## src/hdl/bsa_pkg.sv

```systemverilog
package bsa_pkg;

    localparam int MAP_BYTES = 32;
    localparam int BYTE_W    = $clog2(MAP_BYTES);
    localparam int HINT_W    = $clog2(MAP_BYTES + 1);
    localparam int SIZE_W    = 6;
    localparam int INDEX_W   = 8;
    localparam int LIMIT_W   = HINT_W + 3;
    localparam int ADDR_W    = 3;
    localparam int DATA_W    = 32;

    localparam logic [0:0]        REG_SIZE_BYTES = 1'b0;
    localparam logic [SIZE_W-1:0] SIZE_RESET     = SIZE_W'(32);
    localparam logic [7:0]        BYTE_FULL      = 8'hff;

    typedef enum logic [1:0] {
        FUNC_SET   = 2'd0,
        FUNC_CLEAR = 2'd1,
        FUNC_FIND  = 2'd2,
        FUNC_READ  = 2'd3
    } func_t;

    typedef enum logic [1:0] {
        STATUS_OK    = 2'd0,
        STATUS_RANGE = 2'd1,
        STATUS_FULL  = 2'd2
    } status_t;

    typedef struct packed {
        func_t              func;
        logic [INDEX_W-1:0] bit_index;
    } in_item_t;

    typedef struct packed {
        logic               old_bit;
        logic [INDEX_W-1:0] found_index;
        status_t            status;
    } out_item_t;

    typedef struct packed {
        logic load;
        logic advance;
        logic commit;
    } dp_cmd_t;

    typedef struct packed {
        logic scan_done;
        logic out_free;
    } dp_stat_t;

endpackage

```

## src/hdl/bsa_regs.sv

```systemverilog
module bsa_regs
(
    input  logic                         clk,
    input  logic                         rst_n,
    input  logic                         psel,
    input  logic                         penable,
    input  logic                         pwrite,
    input  logic [bsa_pkg::ADDR_W-1:0]   paddr,
    input  logic [bsa_pkg::DATA_W-1:0]   pwdata,
    output logic [bsa_pkg::DATA_W-1:0]   prdata,
    output logic                         pready,
    output logic [bsa_pkg::SIZE_W-1:0]   size_bytes
);
    import bsa_pkg::*;

    logic [SIZE_W-1:0] size_reg;
    logic [SIZE_W-1:0] size_next;
    logic              sel_size;

    // word select; byte offset bits are don't-care
    assign sel_size = (paddr[ADDR_W-1] == REG_SIZE_BYTES);

    always_comb
    begin
        size_next = size_reg;
        if (psel && penable && pwrite && sel_size)
        begin
            size_next = pwdata[SIZE_W-1:0];
        end
    end

    always_ff @(posedge clk or negedge rst_n)
    begin
        if (!rst_n)
        begin
            size_reg <= SIZE_RESET;
        end
        else
        begin
            size_reg <= size_next;
        end
    end

    assign prdata     = sel_size ? DATA_W'(size_reg) : '0;
    assign pready     = 1'b1;
    assign size_bytes = size_reg;

endmodule

```

## src/hdl/bsa_ctrl.sv

```systemverilog
module bsa_ctrl
(
    input  logic              clk,
    input  logic              rst_n,
    input  logic              in_valid,
    input  bsa_pkg::dp_stat_t stat,
    output logic              in_stall,
    output bsa_pkg::dp_cmd_t  cmd
);
    import bsa_pkg::*;

    typedef enum logic {
        ST_IDLE,
        ST_EXEC
    } state_t;

    state_t state_reg;
    state_t state_next;

    always_comb
    begin
        cmd         = '0;
        state_next  = state_reg;
        unique case (state_reg)
            ST_IDLE:
            begin
                cmd.load = in_valid;
                if (in_valid)
                begin
                    state_next = ST_EXEC;
                end
            end
            ST_EXEC:
            begin
                // find walks one byte per cycle until a hit or the limit
                cmd.advance = !stat.scan_done;
                cmd.commit  = stat.scan_done && stat.out_free;
                if (cmd.commit)
                begin
                    state_next = ST_IDLE;
                end
            end
            default:
            begin
                state_next = ST_IDLE;
            end
        endcase
    end

    always_ff @(posedge clk or negedge rst_n)
    begin
        if (!rst_n)
        begin
            state_reg <= ST_IDLE;
        end
        else
        begin
            state_reg <= state_next;
        end
    end

    assign in_stall = (state_reg != ST_IDLE);

endmodule

```

## src/hdl/bsa_dpath.sv

```systemverilog
module bsa_dpath
(
    input  logic                        clk,
    input  logic                        rst_n,
    input  bsa_pkg::in_item_t           in_data,
    input  logic [bsa_pkg::SIZE_W-1:0]  size_bytes,
    input  bsa_pkg::dp_cmd_t            cmd,
    input  logic                        out_stall,
    output bsa_pkg::dp_stat_t           stat,
    output logic                        out_valid,
    output bsa_pkg::out_item_t          out_data
);
    import bsa_pkg::*;

    logic [7:0]         mark_reg [MAP_BYTES];
    logic [HINT_W-1:0]  hint_reg;
    logic [HINT_W-1:0]  hint_next;
    func_t              func_reg;
    logic [INDEX_W-1:0] bit_reg;
    logic               out_valid_reg;
    logic               out_valid_next;
    out_item_t          out_data_reg;

    logic [HINT_W-1:0]  limit;
    logic [LIMIT_W-1:0] limit_bits;
    logic               in_range;
    logic [BYTE_W-1:0]  tgt_byte;
    logic [2:0]         tgt_pos;
    logic [BYTE_W-1:0]  rd_addr;
    logic [7:0]         rd_byte;
    logic               hint_ok;
    logic               byte_full;
    logic [2:0]         free_pos;
    logic               wr_en;
    logic [7:0]         wr_data;
    out_item_t          res;

    assign limit = (size_bytes > SIZE_W'(MAP_BYTES)) ? HINT_W'(MAP_BYTES)
                                                      : HINT_W'(size_bytes);
    assign limit_bits = {limit, 3'b000};
    assign in_range   = (LIMIT_W'(bit_reg) < limit_bits);
    assign tgt_byte   = BYTE_W'(bit_reg >> 3);
    assign tgt_pos    = bit_reg[2:0];
    assign rd_addr    = (func_reg == FUNC_FIND) ? hint_reg[BYTE_W-1:0] : tgt_byte;
    assign rd_byte    = mark_reg[rd_addr];
    assign hint_ok    = (hint_reg < limit);
    assign byte_full  = (rd_byte == BYTE_FULL);

    // lowest clear bit of the byte under the hint
    always_comb
    begin
        free_pos = 3'd0;
        for (int i = 7; i >= 0; i--)
        begin
            if (!rd_byte[i])
            begin
                free_pos = 3'(i);
            end
        end
    end

    assign stat.scan_done = (func_reg != FUNC_FIND) || !hint_ok || !byte_full;
    assign stat.out_free  = !out_valid_reg || !out_stall;

    always_comb
    begin
        res       = '0;
        wr_en     = 1'b0;
        wr_data   = rd_byte;
        hint_next = hint_reg;
        if (func_reg == FUNC_FIND)
        begin
            if (hint_ok && !byte_full)
            begin
                res.found_index = INDEX_W'({hint_reg[BYTE_W-1:0], free_pos});
                res.status      = STATUS_OK;
                wr_en           = 1'b1;
                wr_data         = rd_byte | (8'h01 << free_pos);
            end
            else
            begin
                res.status = STATUS_FULL;
            end
        end
        else if (!in_range)
        begin
            res.status = STATUS_RANGE;
        end
        else
        begin
            res.old_bit = rd_byte[tgt_pos];
            res.status  = STATUS_OK;
            if (func_reg == FUNC_SET)
            begin
                wr_en   = 1'b1;
                wr_data = rd_byte | (8'h01 << tgt_pos);
            end
            else if (func_reg == FUNC_CLEAR)
            begin
                wr_en   = 1'b1;
                wr_data = rd_byte & ~(8'h01 << tgt_pos);
                if (hint_reg > HINT_W'(tgt_byte))
                begin
                    hint_next = HINT_W'(tgt_byte);
                end
            end
        end
        if (cmd.advance)
        begin
            hint_next = hint_reg + HINT_W'(1);
        end
        else if (!cmd.commit)
        begin
            hint_next = hint_reg;
        end
    end

    always_comb
    begin
        out_valid_next = out_valid_reg && out_stall;
        if (cmd.commit)
        begin
            out_valid_next = 1'b1;
        end
    end

    always_ff @(posedge clk or negedge rst_n)
    begin
        if (!rst_n)
        begin
            hint_reg      <= '0;
            out_valid_reg <= 1'b0;
            for (int i = 0; i < MAP_BYTES; i++)
            begin
                mark_reg[i] <= '0;
            end
        end
        else
        begin
            hint_reg      <= hint_next;
            out_valid_reg <= out_valid_next;
            if (cmd.commit && wr_en)
            begin
                mark_reg[rd_addr] <= wr_data;
            end
        end
    end

    always_ff @(posedge clk)
    begin
        if (cmd.load)
        begin
            func_reg <= in_data.func;
            bit_reg  <= in_data.bit_index;
        end
        if (cmd.commit)
        begin
            out_data_reg <= res;
        end
    end

    assign out_valid = out_valid_reg;
    assign out_data  = out_data_reg;

endmodule

```

## src/hdl/bitmap_slot_allocator.sv

```systemverilog
// Set, clear and read go from the accepting edge through the EXEC state into the output register;
// find first walks the full bytes from the search hint, and a stalled output holds the commit.
// Only one transaction is in work at a time: in_stall holds new input until the result commits.
// Reset (rst_n, async, active low): all marks clear, hint 0, size_bytes 32.
module bitmap_slot_allocator
(
    input  logic                         clk,
    input  logic                         rst_n,
    input  logic                         psel,
    input  logic                         penable,
    input  logic                         pwrite,
    input  logic [bsa_pkg::ADDR_W-1:0]   paddr,
    input  logic [bsa_pkg::DATA_W-1:0]   pwdata,
    output logic [bsa_pkg::DATA_W-1:0]   prdata,
    output logic                         pready,
    input  logic                         in_valid,
    output logic                         in_stall,
    input  bsa_pkg::in_item_t            in_data,
    output logic                         out_valid,
    input  logic                         out_stall,
    output bsa_pkg::out_item_t           out_data
);
    import bsa_pkg::*;

    logic [SIZE_W-1:0] size_bytes;
    dp_cmd_t           cmd;
    dp_stat_t          stat;

    bsa_regs u_regs
    (
        .clk        (clk),
        .rst_n      (rst_n),
        .psel       (psel),
        .penable    (penable),
        .pwrite     (pwrite),
        .paddr      (paddr),
        .pwdata     (pwdata),
        .prdata     (prdata),
        .pready     (pready),
        .size_bytes (size_bytes)
    );

    bsa_ctrl u_ctrl
    (
        .clk      (clk),
        .rst_n    (rst_n),
        .in_valid (in_valid),
        .stat     (stat),
        .in_stall (in_stall),
        .cmd      (cmd)
    );

    bsa_dpath u_dpath
    (
        .clk        (clk),
        .rst_n      (rst_n),
        .in_data    (in_data),
        .size_bytes (size_bytes),
        .cmd        (cmd),
        .out_stall  (out_stall),
        .stat       (stat),
        .out_valid  (out_valid),
        .out_data   (out_data)
    );

endmodule

```

## config.mk

```make
export PLATFORM = sky130hd
export DESIGN_NAME = bitmap_slot_allocator
export DESIGN_NICKNAME = d
export VERILOG_FILES = /design/src/hdl/bsa_pkg.sv /design/src/hdl/bsa_regs.sv /design/src/hdl/bsa_ctrl.sv /design/src/hdl/bsa_dpath.sv /design/src/hdl/bitmap_slot_allocator.sv
export SDC_FILE = /design/constraint.sdc
export NUM_CORES = 1
export LEC_CHECK = 0
export CORE_MARGIN = 4
export CORE_UTILIZATION = 65
export DETAILED_ROUTE_END_ITERATION = 8
export DONT_BUFFER_PORTS = 1
export PLACE_DENSITY = 0.81
export SLEW_MARGIN = 0
export SYNTH_ARGS = -nofsm -noshare
export SYNTH_HDL_FRONTEND = slang
export SYNTH_SLANG_ARGS = --single-unit
```

## constraint.sdc

```tcl
create_clock -name clk -period 6.2 [get_ports clk]
set_input_delay 0 -clock clk [delete_from_list [all_inputs] [get_ports clk]]
set_output_delay 0 -clock clk [all_outputs]
set_load 0.02 [all_outputs]
```

## Yosys cells after proc, flatten, opt, wreduce, memory -nomap -nowiden

Cells that the tools add are included.

- Register bits: 291
- Input bits: 52
- Output and inout port bits: 46
- Word-level logic and storage cells: 134

- Add/sub/neg operators: 1
- Magnitude comparators: 7
- Equal/unequal tests: 6
- Shifts and indexed selects: 2
- Muxes and demuxes: 45
- Bitwise gates (word level): 8
- Reduce and logical (&&, ||, !) cells: 24

Operator list:

| operator | number |
|---|---|
| $bwmux 256 | 1 |
| $mux 8 | 8 |
| $mux 6 | 9 |
| $bmux 8 s5 | 1 |
| $demux 8 s5 | 1 |
| $mux 3 | 8 |
| $or 8x8->8 | 2 |
| $shl 1x3->8 const A | 2 |
| $mux 1 | 11 |
| $lt 8x9->1 | 1 |
| $and 8x8->8 | 1 |
| $eq 8x8->1 const B | 1 |
| $logic_and 1x1->1 | 8 |
| $not 8->8 | 1 |
| $reduce_bool 2->1 | 4 |
| $add 6x1->6 const B | 1 |
| $ge 6x6->1 const B | 1 |
| $gt 6x5->1 | 1 |
| $gt 6x6->1 const B | 1 |
| $lt 6x1->1 const B | 1 |
| $lt 6x6->1 | 1 |
| $mux 2 | 3 |
| $ne 2x2->1 const B | 3 |
| $not 5->6 | 1 |
| other kinds (13) | 21 |

## Depth between registers and ports, before layout

Gate-level depths: netlist of run 1.

- Depth after elaboration: 19
- Mapped depth: 16
- Depth with buffers taken out: 12

## Cells and area by module

Synthesis of run 1 repeated with hierarchy kept, for this count alone.

- Cell total of the unflattened synthesis: 1110
- Area, all modules: 14747.9 um^2

By module, submodules not included:

| module | times used | cells an instance | area each (um^2) | sequential area each (um^2) |
|---|---|---|---|---|
| bsa_dpath | 1 | 1056 | 14182.4 | 7211.9 |
| bsa_regs | 1 | 48 | 505.5 | 151.4 |
| bsa_ctrl | 1 | 6 | 60.1 | 25.0 |

## Worst setup path after synthesis of run 1

OpenSTA, ideal clock, no wires.

- Path type: register to register
- From: register u_dpath.func_reg[0]
- To: register u_dpath.out_data_reg, in the netlist u_dpath.out_data[0], enable pin
- Library setup time: 388 ps
- Arrival time: 2981 ps
- Required time: 5812 ps
- Setup slack: 2831 ps
- Cell stages (with the launch flop): 13
- Buffers on the path: 4
- Clock period less this slack: 3369 ps
- Path through: edfxtp_1 > nand2b_1 > buf_6 > mux2_4 > buf_6 > buf_6 > o22ai_1 > o22ai_1 > or4_1 > buf_2 > nand3_2 > nor2_1 > a21oi_1

RTL lines:

| element | RTL line | text |
|---|---|---|
| start, declared | bsa_dpath.sv:18 | `func_t func_reg;` |
| start signal, assigned | bsa_dpath.sv:153 | `func_reg <= in_data.func;` |
| end signal, assigned | bsa_dpath.sv:158 | `out_data_reg <= res;` |
| end, declared | bsa_dpath.sv:22 | `out_item_t out_data_reg;` |

## Worst setup path in the final report of run 1

- From: register u_dpath.func_reg[0]
- To: register u_dpath.mark_reg[109] (netlist name)

- Longest elaborated chain between the ends: 19
- Elaborated cells on any way between the ends: 45
- Classes of those cells: order compare (2); eq/ne (4); shift (1); mux (26); bitwise (4); reduce/logical (8)

RTL lines:

| element | RTL line | text |
|---|---|---|
| $eq 2x2->1 | bsa_dpath.sv:44, bsa_dpath.sv:71 |  |
| $mux 5 | bsa_dpath.sv:44 | `assign rd_addr = (func_reg == FUNC_FIND) ? hint_reg[BYTE_W-1:0] : tgt_byte;` |
| $not 5->6 (implied by the code) | bsa_dpath.sv:45, bsa_dpath.sv:144 |  |
| $bmux 8 s5 | bsa_dpath.sv:45 | `assign rd_byte = mark_reg[rd_addr];` |
| $mux 8 (implied by the code) (2 in a row) | bsa_dpath.sv:45 |  |
| $mux 3 (8 in a row) | bsa_dpath.sv:55 | `if (!rd_byte[i])` |
| $shl 1x3->8 | bsa_dpath.sv:78 | `wr_data = rd_byte \| (8'h01 << free_pos);` |
| $or 8x8->8 | bsa_dpath.sv:78 |  |
| $mux 8 | bsa_dpath.sv:73 | `if (hint_ok && !byte_full)` |
| $mux 8 | bsa_dpath.sv:71 | `if (func_reg == FUNC_FIND)` |
| $bwmux 256 | bsa_dpath.sv:144 | `mark_reg[rd_addr] <= wr_data;` |
| end signal, assigned by index | bsa_dpath.sv:144 |  |
| end, declared | bsa_dpath.sv:15 | `logic [7:0] mark_reg [MAP_BYTES];` |

Several ways; a longest one is shown, not always the timed one. The select of a mux whose other input is x is not followed.
A chain may end at the register's enable or synchronous reset.

==> impl_metrics.prom, run 1 <==
# TYPE chip_impl_metric gauge
chip_impl_info{name="status",value="finished with violations"} 1
chip_impl_info{name="violations",value="hold timing"} 1
chip_impl_metric{name="vias",unit=""} 10150
chip_impl_metric{name="antenna_violation_net_count_after_detailed_routing",unit=""} 0
chip_impl_metric{name="synth-compound-area-share",unit="%"} 17.45
chip_impl_metric{name="finalWeightedCongestion",unit=""} 0.9150
chip_impl_metric{name="drcViolationCount",unit=""} 0
chip_impl_metric{name="yosys_warnings",unit=""} 0
chip_impl_metric{name="power_density_relative_to_cell_area",unit="nW/µm²"} 487.4
chip_impl_metric{name="chipWidth",unit="µm"} 156.1
chip_impl_metric{name="routedWlPerCell",unit="µm"} 25.50
chip_impl_metric{name="fin_crit",unit="ns"} 5.263
chip_impl_metric{name="cts_h_tree_depth",unit=""} 1
chip_impl_metric{name="fraction_of_the_mapped_netlist_area_in_adder_cells",unit="%"} 1.316
chip_impl_metric{name="drv_slew",unit=""} 0
chip_impl_metric{name="critical_path_required",unit="ns"} 6.69
chip_impl_metric{name="achievable-frequency",unit="GHz"} 0.1900
chip_impl_metric{name="fin_tns_setup",unit="ns"} 0
chip_impl_info{name="timing.setup.critical_path_class",value="flop to flop"} 1
chip_impl_metric{name="layout_worst_path_cycle_share",unit="%"} 84.89
chip_impl_metric{name="synth_simple_gate_area_share",unit="%"} 6.397
chip_impl_metric{name="drt-pass1-iter-count",unit=""} 7
chip_impl_metric{name="slowest_delay",unit="ns"} 0.65
chip_impl_metric{name="antennaDiodeCount",unit=""} 0
chip_impl_metric{name="postCtsHoldBufs",unit=""} 24
chip_impl_info{name="dominantRegCellSynth",value="dfrtp_1"} 1
chip_impl_metric{name="io_pins",unit=""} 98
chip_impl_metric{name="first_global_vias",unit=""} 10240
chip_impl_info{name="crit-reg2reg-capture",value="u_dpath.mark_reg[109]"} 1
chip_impl_metric{name="path_buf_inv",unit=""} 4
chip_impl_info{name="rsz_0062_raised_after_global_routing",value="false"} 1
chip_impl_metric{name="largest_net_degree_at_the_start_of_global_routing",unit=""} 271
chip_impl_metric{name="synth_seq_cells",unit=""} 291
chip_impl_metric{name="timing.final.hold_violations",unit=""} 270
chip_impl_info{name="cp_capture_type",value="flop"} 1
chip_impl_metric{name="cts.repair.resized",unit=""} 0
chip_impl_metric{name="clockBufferDepth",unit=""} 3
chip_impl_metric{name="synth.mux.area_fraction",unit="%"} 17.94
chip_impl_metric{name="path_clk_slew",unit="ns"} 0.06
chip_impl_metric{name="static_power_due_to_leakage",unit="nW"} 6.980
chip_impl_metric{name="portBuffers",unit=""} 0
chip_impl_metric{name="synth.yosys.seq_area_share",unit="%"} 51.82
chip_impl_metric{name="postRouteWirelength",unit="µm"} 37160
chip_impl_metric{name="grt_resource_usage_total",unit="%"} 30.48
chip_impl_metric{name="clock_skew",unit="ns"} 0.01423
chip_impl_metric{name="cts_made_buffers",unit=""} 30
chip_impl_metric{name="clock_insertion_delay_worst_skew",unit="ns"} 0.57
chip_impl_metric{name="grt_overflow_total",unit=""} 0
chip_impl_metric{name="largest_reg_flops",unit=""} 256
chip_impl_metric{name="max_slew_margin",unit="%"} 18.36
chip_impl_info{name="critPathLaunchType",value="flop"} 1
chip_impl_metric{name="clock_sinks",unit=""} 291
chip_impl_metric{name="critical_path.max_fanout",unit=""} 39
chip_impl_info{name="main_combinational_cell_family_by_area_after_synthesis",value="multiplexers"} 1
chip_impl_metric{name="net_count_of_the_finished_layout",unit=""} 1225
chip_impl_metric{name="tightest_slew",unit="ns"} 1.225
chip_impl_metric{name="vias_per_cell",unit=""} 6.965
chip_impl_info{name="slowest_stage",value="edfxtp_1"} 1
chip_impl_metric{name="core_area",unit="µm²"} 21290
chip_impl_info{name="ctsRootBufferMaster",value="clkbuf_16"} 1
chip_impl_metric{name="synth_enable_flop_cells",unit=""} 21
chip_impl_metric{name="synth_cells",unit=""} 1138
chip_impl_metric{name="synthesized_area_per_cell",unit="µm²"} 12.53
chip_impl_info{name="cts_tree",value="done"} 1
chip_impl_metric{name="syn_to_final_growth",unit="%"} 9.890
chip_impl_metric{name="cp.arrival",unit="ns"} 5.76
chip_impl_metric{name="synthXorXnorAreaFrac",unit="%"} 0
chip_impl_info{name="hold_path_class",value="primary input to async pin"} 1
chip_impl_metric{name="async_flop_share",unit="%"} 92.78
chip_impl_info{name="most_used_cell_cp",value="buf_4"} 1
chip_impl_info{name="crit_chain",value="nand2b_1 -> buf_4 -> mux2_4 -> buf_4 -> o22ai_1 -> o21ai_1 -> nand4_1 -> nor4_4 -> nand3_2 -> o21ai_4 -> buf_12 -> a21o_1 -> buf_4 -> o22a_1"} 1
chip_impl_metric{name="antenna_found_initial",unit=""} 0
chip_impl_metric{name="synth_area",unit="µm²"} 14260
chip_impl_metric{name="dp_hpwl",unit="µm"} 23520
chip_impl_metric{name="fraction_of_layout_cells_with_a_size_suffix_above_1",unit="%"} 29.78
chip_impl_metric{name="synth.lib_cells_used.distinct",unit=""} 73
chip_impl_metric{name="initial_utilization",unit="%"} 66.98
chip_impl_metric{name="die_area",unit="µm²"} 24370
chip_impl_metric{name="row_count",unit=""} 53
chip_impl_info{name="critPathTopFamily",value="simple AND/OR/NAND/NOR gates"} 1
chip_impl_metric{name="timing.max_cap.violations",unit=""} 0
chip_impl_metric{name="post_cts.repair.setup_buffers",unit=""} 0
chip_impl_metric{name="fin_worst_hold_slack",unit="ns"} -0.8634
chip_impl_metric{name="worst_ir_drop_vdd",unit="µV"} 272.8
chip_impl_metric{name="grt_pass1_wl",unit="µm"} 58280
chip_impl_metric{name="die_height",unit="µm"} 156.1
chip_impl_metric{name="r2r_setup_slack",unit="ns"} 0.94
chip_impl_metric{name="setup-violations-final",unit=""} 0
chip_impl_metric{name="timing.reg2reg.worst_path_depth",unit=""} 14
chip_impl_info{name="r2r_start",value="u_dpath.func_reg[0]"} 1
chip_impl_metric{name="initial_drc_count",unit=""} 1042
-- cells in the final DEF (no fill, tap or decap), types with 4 or more instances in the layout --
master and count:
clkbuf_16 32, clkbuf_8 5, nor3_1 4, nand2b_1 4
edfxtp_1 21, nand4_1 10, nor2_1 29, a31oi_1 5
mux2_2 162, or2_2 4, nor2b_1 12, a21oi_2 26
a21oi_4 6, or3_1 8, o22ai_1 106, mux2i_1 6
clkinv_2 10, and2_1 4, inv_1 15, mux2_4 37
dfrtp_1 269, a21boi_0 5, o21ai_0 43, mux2_1 4
o221ai_1 11, clkbuf_1 6, nand3_1 5, a21oi_1 12
a21o_1 7, buf_4 28, o21ai_1 8, ha_1 15
conb_1 27, buf_12 8, dlygate4sd3_1 24, a22oi_1 16
nand2_1 60, o22a_1 64
-- through the flow --
stage	instance area, µm²	setup slack, ns	utilization, %	power, mW	std cells
global route	15670	0.7447	73.61	7.964	1457
detailed placement	14460	1.044	67.91	5.779	1377
finish	15670	0.9367	73.61	7.638	1457
floorplan	14350	2.831	-	4.888	1163
CTS	15670	1.001	73.61	7.563	1457
global placement	14460	1.205	67.91	5.653	1377
-- cell families after synthesis --
family,count (synthesis)
flip-flops,291
multiplexers,213
AO/OA/AOI/OAI,338
other,2
adder cells (fa/ha/maj),15
AND/OR/NAND/NOR,167
buffers and inverters,112
-- power breakdown --
| group | internal [mW] | leakage, nW | switching (mW) |
|---|---|---|---|
| combinational | 1.17 | 2.67 | 1.73 |
| clock | 1.00 | 0.484 | 0.750 |
| sequential | 2.54 | 3.83 | 0.451 |
-- cell type report --
class                      count  area (µm²)
clock buffer                  43       892.1
clock inverter                13       81.33
fill                        1379        5618
inverter                      15       56.30
multi-input combinational    760        6296
sequential                   291        7388
tap                          275       344.1
timing repair buffer          60       610.6
-- worst max path at each step --
stage | to | cells past startpoint | from | slack, ns
3_5_place_dp | u_dpath.out_data[3] | 10 | u_dpath.func_reg[0] | 1.04
3_3_place_gp | u_dpath.out_data[2] | 10 | u_dpath.func_reg[0] | 1.21
6_report | u_dpath.mark_reg[109] | 14 | u_dpath.func_reg[0] | 0.94
5_1_grt | u_dpath.mark_reg[181] | 14 | u_dpath.func_reg[0] | 0.74
4_1_cts | u_dpath.out_data[6] | 10 | u_dpath.func_reg[0] | 1.00
2_1_floorplan | u_dpath.out_data[0] | 12 | u_dpath.func_reg[0] | 2.83
-- Yosys cell counts (7+ instances only) --
| library cell | count | share of area (%) |
|---|---|---|
| o22ai_1 | 106 | 4.7 |
| nor2b_1 | 12 | 0.53 |
| buf_6 | 14 | 1.1 |
| a21o_1 | 7 | 0.37 |
| mux2_2 | 162 | 13 |
| o22a_1 | 64 | 3.9 |
| a21oi_1 | 12 | 0.42 |
| nand2_1 | 60 | 1.6 |
| o21ai_1 | 8 | 0.28 |
| nor2_1 | 30 | 0.79 |
| buf_4 | 40 | 2.1 |
| edfxtp_1 | 21 | 4.4 |
| ha_1 | 15 | 1.3 |
| clkbuf_1 | 24 | 0.63 |
| dfrtp_1 | 269 | 47 |
| o221ai_1 | 12 | 0.74 |
| a22oi_1 | 16 | 0.84 |
| inv_1 | 15 | 0.39 |
| mux2_4 | 37 | 3.9 |
| buf_2 | 15 | 0.53 |
| or3_1 | 8 | 0.35 |
| nand4_1 | 10 | 0.44 |
| a21oi_2 | 26 | 1.6 |
| o21ai_0 | 44 | 1.5 |
-- layer usage --
layer	wire length, µm	vias to the layer above	track usage (%)
li1	-	4323	-
met1	15160	5191	42.88
met2	17340	517	47.81
met3	3156	117	6.130
met4	1501	0	10.87
met5	0	-	0
-- worst reg2reg max path: cells and delay by family (launching register included) --
kind	cells	cell delay, ns
simple gates	4	1.63
buf+inv	4	1.26
compound gates	5	1.08
flops	1	0.65
mux	1	0.59
(Power assumes the default switching activity.)
==> run 2: changes to the inputs <==
ABC_AREA = 1   (was not set)
CORE_UTILIZATION = 64   (was 65)
PLACE_DENSITY = 0.8   (was 0.81)
clock period = 5.35 ns   (was 6.2 ns; I/O delays follow)
==> run 2 against run 1 <==
Net effect: largest cell class unchanged; area after synthesis grew 10%; routed wire length up 17%; fmax is 10% higher; non-clock buffer count up 19; sequential cell count unchanged; register-to-register slack worse by 0.36 ns; the flow still finishes with violations (hold timing).
==> impl_metrics.prom, run 2 <==
# TYPE chip_impl_metric gauge
chip_impl_metric{name="drt-pass1-iter-count",unit=""} 6
chip_impl_metric{name="fin_total_pwr",unit="mW"} 9.859
chip_impl_metric{name="r2r_setup_slack",unit="ns"} 0.58
chip_impl_metric{name="post_cts.repair.setup_buffers",unit=""} 0
chip_impl_info{name="synth_common_cells",value="nand2_1, dfrtp_1, inv_1, o21ai_0, nor2_1"} 1
chip_impl_metric{name="async_flop_share",unit="%"} 92.78
chip_impl_metric{name="post-place-ws",unit="ns"} 0.7144
chip_impl_info{name="rsz_0062_raised_after_global_routing",value="false"} 1
chip_impl_info{name="layout.cells.most_common_list",value="nand2_1, dfrtp_1, inv_1, o21ai_0, nor2_1"} 1
chip_impl_info{name="synth_top_cell_by_area",value="dfrtp_1"} 1
chip_impl_metric{name="slowest_delay",unit="ns"} 0.61
chip_impl_metric{name="chipWidth",unit="µm"} 164.7
chip_impl_metric{name="synth_cells",unit=""} 2146
chip_impl_metric{name="timing.max_cap.violations",unit=""} 0
chip_impl_metric{name="antennaDiodeCount",unit=""} 0
chip_impl_metric{name="clock_insertion_delay_worst_skew",unit="ns"} 0.57
chip_impl_metric{name="synth-compound-area-share",unit="%"} 8.118
chip_impl_info{name="slowest_stage",value="edfxtp_1"} 1
chip_impl_metric{name="antenna_found_initial",unit=""} 0
chip_impl_metric{name="cts_h_tree_depth",unit=""} 1
chip_impl_metric{name="power_density_relative_to_cell_area",unit="nW/µm²"} 575.0
chip_impl_metric{name="synthXorXnorAreaFrac",unit="%"} 0.1673
chip_impl_metric{name="clockBufferDepth",unit=""} 3
chip_impl_metric{name="layout_worst_path_cycle_share",unit="%"} 89.17
chip_impl_info{name="timing.setup.critical_path_class",value="flop to flop"} 1
chip_impl_metric{name="drcViolationCount",unit=""} 0
chip_impl_metric{name="grt_resource_usage_total",unit="%"} 32.35
chip_impl_metric{name="cts.repair.resized",unit=""} 0
chip_impl_metric{name="timing.final.hold_violations",unit=""} 270
chip_impl_metric{name="postRouteWirelength",unit="µm"} 43290
chip_impl_metric{name="grt_pass1_wl",unit="µm"} 69880
chip_impl_metric{name="grt.met2_usage",unit="%"} 53.37
chip_impl_metric{name="largest_net_degree_at_the_start_of_global_routing",unit=""} 271
chip_impl_metric{name="synth_top_area_share",unit="%"} 42.86
chip_impl_metric{name="largest_reg_flops",unit=""} 256
chip_impl_metric{name="synth_simple_gate_area_share",unit="%"} 33.67
chip_impl_info{name="violations",value="hold timing"} 1
chip_impl_metric{name="static_power_due_to_leakage",unit="nW"} 9.038
chip_impl_info{name="dominantRegCellSynth",value="dfrtp_1"} 1
chip_impl_metric{name="multi_input_comb_area",unit="µm²"} 6907
chip_impl_metric{name="initial_utilization",unit="%"} 64.77
chip_impl_metric{name="vias_per_cell",unit=""} 5.584
chip_impl_metric{name="cts_made_buffers",unit=""} 31
chip_impl_metric{name="timing.reg2reg.worst_path_depth",unit=""} 19
chip_impl_info{name="cp_capture_type",value="flop"} 1
chip_impl_info{name="yosys.cell_count.top_type",value="nand2_1"} 1
chip_impl_metric{name="grt_overflow_total",unit=""} 0
chip_impl_metric{name="synth_seq_cells",unit=""} 291
chip_impl_metric{name="postCtsHoldBufs",unit=""} 30
chip_impl_info{name="main_combinational_cell_family_by_area_after_synthesis",value="simple AND/OR/NAND/NOR gates"} 1
chip_impl_metric{name="die_area",unit="µm²"} 27110
chip_impl_metric{name="cp.arrival",unit="ns"} 5.19
chip_impl_info{name="ctsRootBufferMaster",value="clkbuf_16"} 1
chip_impl_metric{name="critical_path.max_fanout",unit=""} 51
chip_impl_metric{name="vias",unit=""} 13980
chip_impl_metric{name="worst_ir_drop_vdd",unit="µV"} 501.7
chip_impl_metric{name="io_pins",unit=""} 98
chip_impl_info{name="cts_tree",value="done"} 1
chip_impl_metric{name="max_slew_margin",unit="%"} 25.39
chip_impl_metric{name="net_count_of_the_finished_layout",unit=""} 2222
chip_impl_metric{name="synth_enable_flop_cells",unit=""} 21
chip_impl_metric{name="dp_hpwl",unit="µm"} 27210
chip_impl_metric{name="core_area",unit="µm²"} 24250
chip_impl_metric{name="synth.lib_cells_used.distinct",unit=""} 44
chip_impl_metric{name="synthesized_area_per_cell",unit="µm²"} 7.319
chip_impl_metric{name="grtUsageMet3",unit="%"} 4.916
chip_impl_metric{name="fin_worst_hold_slack",unit="ns"} -0.8672
chip_impl_metric{name="die_height",unit="µm"} 164.7
chip_impl_metric{name="fraction_of_layout_cells_with_a_size_suffix_above_1",unit="%"} 7.480
chip_impl_info{name="most_common_cell_after_layout_fill_and_taps_aside",value="nand2_1"} 1
chip_impl_metric{name="count_of_fill_cells_added_during_filler_insertion",unit=""} 1987
chip_impl_metric{name="finalWeightedCongestion",unit=""} 0.9426
chip_impl_metric{name="initial_drc_count",unit=""} 1449
chip_impl_metric{name="drv_slew",unit=""} 0
chip_impl_metric{name="path_clk_slew",unit="ns"} 0.06
chip_impl_info{name="r2r_start",value="u_dpath.func_reg[1]"} 1
chip_impl_metric{name="routedWlPerCell",unit="µm"} 17.30
chip_impl_metric{name="portBuffers",unit=""} 0
chip_impl_metric{name="tightest_slew",unit="ns"} 1.117
chip_impl_metric{name="antenna_violation_net_count_after_detailed_routing",unit=""} 0
chip_impl_info{name="status",value="finished with violations"} 1
chip_impl_metric{name="synth.mux.area_fraction",unit="%"} 0
chip_impl_metric{name="fin_tns_setup",unit="ns"} 0
chip_impl_metric{name="syn_to_final_growth",unit="%"} 9.161
chip_impl_info{name="crit-reg2reg-capture",value="u_dpath.mark_reg[106]"} 1
chip_impl_metric{name="synth_area",unit="µm²"} 15710
chip_impl_info{name="critPathLaunchType",value="flop"} 1
chip_impl_metric{name="use_met1",unit="%"} 44.30
chip_impl_metric{name="achievable-frequency",unit="GHz"} 0.2096
chip_impl_metric{name="synth.yosys.seq_area_share",unit="%"} 47.04
chip_impl_info{name="yosys-top-cells-area",value="dfrtp_1, nand2_1, o21ai_0"} 1
chip_impl_metric{name="fraction_of_the_mapped_netlist_area_in_adder_cells",unit="%"} 1.195
chip_impl_metric{name="fin_crit",unit="ns"} 4.771
chip_impl_metric{name="row_count",unit=""} 57
chip_impl_info{name="hold_path_class",value="primary input to async pin"} 1
chip_impl_metric{name="clock_skew",unit="ns"} 0.01678
chip_impl_metric{name="yosys_warnings",unit=""} 0
chip_impl_metric{name="setup-violations-final",unit=""} 0
chip_impl_info{name="crit_chain",value="nand2_4 -> nand2_2 -> nand2_4 -> buf_12 -> nand2_1 -> nand2_1 -> nand2_1 -> nand3_1 -> nand2_1 -> nor2_1 -> nand3_1 -> nand2_1 -> nor2_2 -> nand2_2 -> nand2_4 -> nand2_4 -> nand2_4 -> nor2_1 -> o21ai_0"} 1
chip_impl_metric{name="first_global_vias",unit=""} 13370
chip_impl_metric{name="fin_ws",unit="ns"} 0.5795
chip_impl_info{name="global_route.peak_usage_layer",value="met2"} 1
chip_impl_metric{name="clock_sinks",unit=""} 291
chip_impl_metric{name="critical_path_required",unit="ns"} 5.77
chip_impl_metric{name="combined_flip_flop_and_latch_cell_area",unit="µm²"} 7388
-- run 2: cell count changes in the layout (fill, tap and decap cells not counted), sizes merged, moves of 73 or more --
cell / previous run / this run
inv: 15 / 186
nand3: 7 / 80
nor2: 30 / 137
o22ai: 106 / 1
nand2: 60 / 1014
o21ai: 53 / 214
mux2: 203 / 0
-- run 2: per-layer routing --
layer | wire length (µm) | up-vias | share of wire [%]
met3 | 3700 | 100 | 8.5
li1 | - | 6636 | -
met1 | 17700 | 6603 | 41
met5 | 0 | - | 0
met2 | 20550 | 639 | 47
met4 | 1342 | 0 | 3.1
-- run 2: kinds of logic after synthesis --
family,Yosys count
adder cells (fa/ha/maj),15
XOR/XNOR,3
AO/OA/AOI/OAI,243
flip-flops,291
buffers and inverters,315
AND/OR/NAND/NOR,1277
other,2
-- run 2: layout make-up --
type	count	area share [%]
Multi-Input combinational cell	1565	40.28
Tap cell	324	2.364
Inverter	187	4.094
Sequential cell	291	43.09
Clock buffer	51	5.488
Timing Repair Buffer	79	4.335
Clock inverter	6	0.3430
-- run 2: worst max-delay path by stage --
stage | start | end | slack [ns] | depth (start not counted)
2_1_floorplan | u_dpath.func_reg[0] | u_dpath.mark_reg[46] | 2.38 | 22
3_3_place_gp | u_dpath.func_reg[1] | u_dpath.mark_reg[58] | 0.78 | 21
3_5_place_dp | u_dpath.func_reg[1] | u_dpath.mark_reg[106] | 0.71 | 20
4_1_cts | u_dpath.func_reg[1] | u_dpath.mark_reg[106] | 0.70 | 20
5_1_grt | u_dpath.func_reg[1] | u_dpath.mark_reg[162] | 0.23 | 21
6_report | u_dpath.func_reg[1] | u_dpath.mark_reg[106] | 0.58 | 19
-- run 2: worst max-delay path, delay by kind of cell (launching register included) --
kind	cells	cell delay [ns]
and+or+nand+nor	17	3.49
DFF	1	0.61
buffers and inverters	1	0.28
AOI/OAI and AO/OA	1	0.15
-- run 2: stage by stage --
stage / cell area, µm² / utilization, % / instances
2_1_floorplan: 15800 / - / 2171
6_report: 17150 / 70.71 / 2503
4_1_cts: 17150 / 70.71 / 2503
5_1_grt: 17150 / 70.71 / 2503
3_5_place_dp: 15850 / 65.35 / 2416
3_3_place_gp: 15850 / 65.35 / 2416
-- run 2: power breakdown --
part	switching [mW]	internal, mW
Clock	0.877	1.24
Combinational	2.95	1.27
Sequential	0.489	3.04
Total	4.31	5.55
